$ cat config.mk
export PLATFORM = sky130hd
export DESIGN_NAME = ihq_ram
export DESIGN_NICKNAME = d
export VERILOG_FILES = /design/src/sv/ihq_ram.sv
export SDC_FILE = /design/constraint.sdc
export NUM_CORES = 2
export LEC_CHECK = 0
export BUFFER_PORTS_ARGS = -buffer_cell sky130_fd_sc_hd__buf_4
export CAP_MARGIN = 0
export CORE_AREA = 5 5 530 532
export DETAILED_ROUTE_END_ITERATION = 12
export DIE_AREA = 0 0 535 537
export SETUP_SLACK_MARGIN = 0.3
export SLEW_MARGIN = 10
export SYNTH_ARGS = -nofsm -noshare
export SYNTH_HDL_FRONTEND = slang
export SYNTH_SLANG_ARGS = --single-unit
$ cat constraint.sdc
create_clock -name clk -period 2.6 [get_ports clk]
set_clock_uncertainty 0.1 [all_clocks]
set_input_delay 0.13 -clock clk [delete_from_list [all_inputs] [get_ports clk]]
set_output_delay 0.13 -clock clk [all_outputs]
set_load 0.005 [all_outputs]
$ cat src/sv/ihq_ram.sv
// ----------------------------------------------------------------------------
// ihq_ram
// Simple dual-port RAM, one write port, one registered read port.
// ----------------------------------------------------------------------------
module ihq_ram #(
    parameter int WIDTH = 8,
    parameter int DEPTH = 256
) (
    input  logic                     clk,
    input  logic                     we,
    input  logic [$clog2(DEPTH)-1:0] waddr,
    input  logic [WIDTH-1:0]         wdata,
    input  logic [$clog2(DEPTH)-1:0] raddr,
    output logic [WIDTH-1:0]         rdata
);

    logic [WIDTH-1:0] mem [DEPTH];

    always_ff @(posedge clk)
    begin
        if (we)
        begin
            mem[waddr] <= wdata;
        end
        rdata <= mem[raddr];
    end

endmodule

==> Word-level counts from Yosys, hierarchy flattened <==
Memory sizes are Yosys's and may differ from the RTL's. A register that Yosys moved wholly into a read port is not among the register bits.
Index checks and enable logic that the tools add are counted.
W data, S select, Z words.
{ "classes": {"mux": 2} }
{ "ops": {"columns": ["op", "count"], "rows": [
  ["$mux W1", 2]
]} }
{ "totals": {"register_bits": 0, "mem_bits_rw": 2048, "in_bits": 26, "output_inout_bits": 8, "word_cells": 3, "memories": 1} }
{ "mem_list": {"columns": ["name", "depth", "word_bits", "rd", "rd_ports_with_merged_regs", "wr", "line_no", "rtl"], "rows": [
  ["mem", 256, 8, 1, 1, 1, "17", "logic [WIDTH-1:0] mem [DEPTH];"]
]} }

==> Depth between registers and ports, before layout <==
{ "depth": {"depth_word": 2, "depth_mapped": 11, "ltp_nobuf": 6} }

==> Least setup slack after synthesis <==
OpenSTA, ideal clock, no wires.
{ "synth_timing": {"path_kind": "in2reg", "from": "input raddr[0]", "to": "register rdata[2] (read register of mem)", "setup_ns": 0.131, "arrival_time_ns": 1.937, "t_required_ns": 2.369, "slack_ns": 0.432, "cell_stages": 9, "n_path_buf": 4, "cell_sequence": "buf_6 -> buf_12 -> buf_8 -> buf_2 -> mux4_2 -> a22oi_1 -> a21oi_1 -> nor4_1 -> nor4_2"} }
{ "synth_rtl": {"columns": ["element", "line_no", "rtl"], "rows": [
  ["start, declared", "13", "input logic [$clog2(DEPTH)-1:0] raddr,"],
  ["end, declared", "14", "output logic [WIDTH-1:0] rdata"]
]} }

==> impl_metrics.py <==
metrics = {
    "status": {
        "status": "complete, no violations",
    },
    "global_route": {
        "grt_max_degree": 117,
        "grt_pass1_wl_mm": 307,
        "grtUsageTotal": 0.145,
        "grt_overflow": 0,
        "use_met3": 0.0274,
        "antenna_found_initial": 10,
        "grtUsageMet1": 0.196,
        "busiest_layer": "met2",
        "use_met2": 0.238,
        "grt_pass1_vias": 41700,
    },
    "logic_synthesis": {
        "yosys.area.top_type_share": 0.773,
        "netlist-cell-type-count": 55,
        "synth_top_flop_cell": "edfxtp_1",
        "synth_most_common_cell": "edfxtp_1",
        "synth_seq_cells": 2056,
        "syn_inst": 3733,
        "syn_nets": 3759,
        "synth_top_cells_by_count": "edfxtp_1, mux4_2, nor2_1",
        "synth_edf_count": 2048,
        "ys_warn_count": 0,
        "syn_area_um2": 79600,
        "yosys.area.top_type": "edfxtp_1",
        "seq_area_frac_synth": 0.775,
        "synth.area.top_cells": "edfxtp_1, mux4_2, mux2i_1",
        "synthArstFlopShare": 0,
        "syn_avg_cell_area_um2": 21.3,
    },
    "final_layout": {
        "drive_gt1_frac": 0.323,
        "layout.cells.non_filler": 8275,
        "layout.nets": 4424,
        "area_growth_pct": 20.6,
        "fillers": 25500,
        "final_core_util": 0.348,
    },
    "critical_path": {
        "cp_max_fo": 1,
        "end_kind": "flip-flop",
        "path_class": "flip-flop to flip-flop",
        "rrSetupSlack_ns": 0.21,
        "worstPathArrival_ns": 3.01,
        "cp-start-kind": "flip-flop",
        "worstPathRequired_ns": 3.22,
        "cp-startpoint": "mem[131][0]",
        "rr_startpoint": "mem[131][0]",
    },
    "clocking": {
        "cts_buffers": 198,
        "cts_setup_buffers": 0,
        "cts_sinks": 2056,
        "clk_pin_slew_worst_paths_ns": 0.06,
        "clk_latency_ns": 0.85,
        "clk_path_buf_depth": 3,
        "ctsHtreeMaxLevel": 4,
        "cts_tree": "done",
        "root_buffer": "clkbuf_16",
    },
    "sta": {
        "slew_headroom": 0.398,
        "setup_slack_ns": 0.205,
        "fin_crit_sh": 0.921,
        "setup_viol": 0,
        "hold_viol": 0,
        "worst_pin_slew_ns": 0.903,
        "max_freq_mhz": 418,
        "slew_viol_final": 0,
        "rsz0062_at_grt": "true",
        "fin_crit_ns": 2.39,
    },
    "min_path": {
        "hold_start": "raddr[4]",
        "hold_class": "input port to flip-flop",
    },
    "detailed_routing": {
        "via_per_inst": 4.94,
        "ant_nets": 0,
        "drc_errors": 0,
        "vias": 40900,
        "drt-initial-drc-count": 4504,
        "dr.pass1.iters": 5,
        "wl_per_cell_um": 25.6,
        "wirelength_mm": 212,
    },
    "place": {
        "dp.cells": 7881,
        "hpwl_mm": 139,
        "io_buffers": 33,
        "gp_congestion": 0.840,
        "place_ws_ns": -0.967,
    },
    "pwr": {
        "peakVddDrop_uv": 708,
        "p_per_area_nw_per_um2": 730,
        "p_leak_uw": 0.0304,
        "p_total_uw": 70100,
    },
    "floorplan": {
        "fp.dieW_um": 535,
        "start_util": 0.289,
        "die-height_um": 537,
        "rows": 193,
        "die_area_um2": 287000,
        "core_um2": 276000,
        "io_pins": 34,
    },
    "job": {
        "max_cap_violations": 0,
    },
}
==> cell families (layout without fill, tap and decap cells) <==
family / Yosys count / after routing / share of synthesized area
simple gates: 466 / 466 / 0.0263
flops: 2056 / 2056 / 0.775
buf+inv: 235 / 1068 / 0.0183
mux: 591 / 591 / 0.146
other cells: 0 / 4 / 0
compound gates: 385 / 385 / 0.0342
==> area by class of cell <==
| class | count | area [um2] | area share |
|---|---|---|---|
| Clock buffer | 240 | 5200 | 0.0541 |
| Tap cell | 3705 | 4640 | 0.0483 |
| Clock inverter | 128 | 1500 | 0.0156 |
| Antenna cell | 4 | 10.0 | 0.000104 |
| Timing Repair Buffer | 698 | 6180 | 0.0644 |
| Inverter | 2 | 7.51 | 0.0000782 |
| Multi-Input combinational cell | 1442 | 16800 | 0.175 |
| Sequential cell | 2056 | 61700 | 0.642 |
==> through the flow <==
| step | setup TNS [ns] | instance area [um2] | hold WS (ns) |
|---|---|---|---|
| after global routing | 0 | 96000 | 0.0734 |
| final | 0 | 96000 | 0.0941 |
| after detailed placement | -4.91 | 88700 | 0.480 |
| after floorplan | 0 | 79600 | 0.129 |
| after global placement | -4.92 | 88700 | 0.481 |
| after CTS | 0 | 95900 | 0.0475 |
==> final timing paths <==
kind	end	depth (start not counted)
worst max-delay path	rdata[0]	8
worst min-delay path	rdata[7]	5
worst max register to register	rdata[0]	8
worst min register to register	rdata[5]	7
==> worst max-delay path: stages (launching register included) <==
cell and delay, ns:
edfxtp_1 0.37, mux4_2 0.52, mux4_2 0.50, nor2_2 0.11, buf_4 0.13, a2111oi_0 0.05
buf_4 0.18, nor3_4 0.22, nor4_2 0.09
==> layout by cell type, fill, tap and decap left out, types with 5 or more instances in the layout <==
master and instances:
edfxtp_1 2048, buf_4 600, mux4_2 455, nor2_1 275, clkbuf_16 201, mux2i_1 134, a22oi_1 130, a21oi_1 95
buf_12 65, clkinv_1 47, o221ai_1 44, clkbuf_1 37, nand3_1 34, nand2_1 33, clkinv_2 32, bufinv_16 29
o22ai_1 28, nor2b_1 27, dlygate4sd3_1 22, nor4_1 16, nor3_1 15, a211oi_1 13, nand4_1 10, o211ai_1 10
o21ai_0 10, a221oi_1 9, clkinvlp_4 9, nand2b_1 8, a22o_1 8, buf_8 8, dfxtp_1 8, nor4_2 7
nor2_4 5, and2_1 5, nor3_2 5, o22a_1 5, clkinv_8 5
==> sequential cells by signal, summed over array words and instances (netlist names) <==
name   cells
rdata      8
mem     2048
==> layer usage <==
metal  wire length, um  part of all wire
met1             86300              0.41
met2            103000              0.49
met3             16000             0.076
met4              6510             0.031
met5                 7          0.000033
==> repair_timing <==
item | 4_1_cts | 5_1_grt
resized for setup | 44 | 7
hold buffers | 22 | 0
endpoints found under the setup margin | 8 | 35
pin swaps | 10 | 5
hold endpoints to repair | 2004 | 0
==> power by group <==
group | internal [uW] | switching [uW] | total [uW]
combinational | 1550 | 2390 | 3940
sequential | 36500 | 67.8 | 36600
clock | 17100 | 12400 | 29500
(Power assumes the default switching activity.)
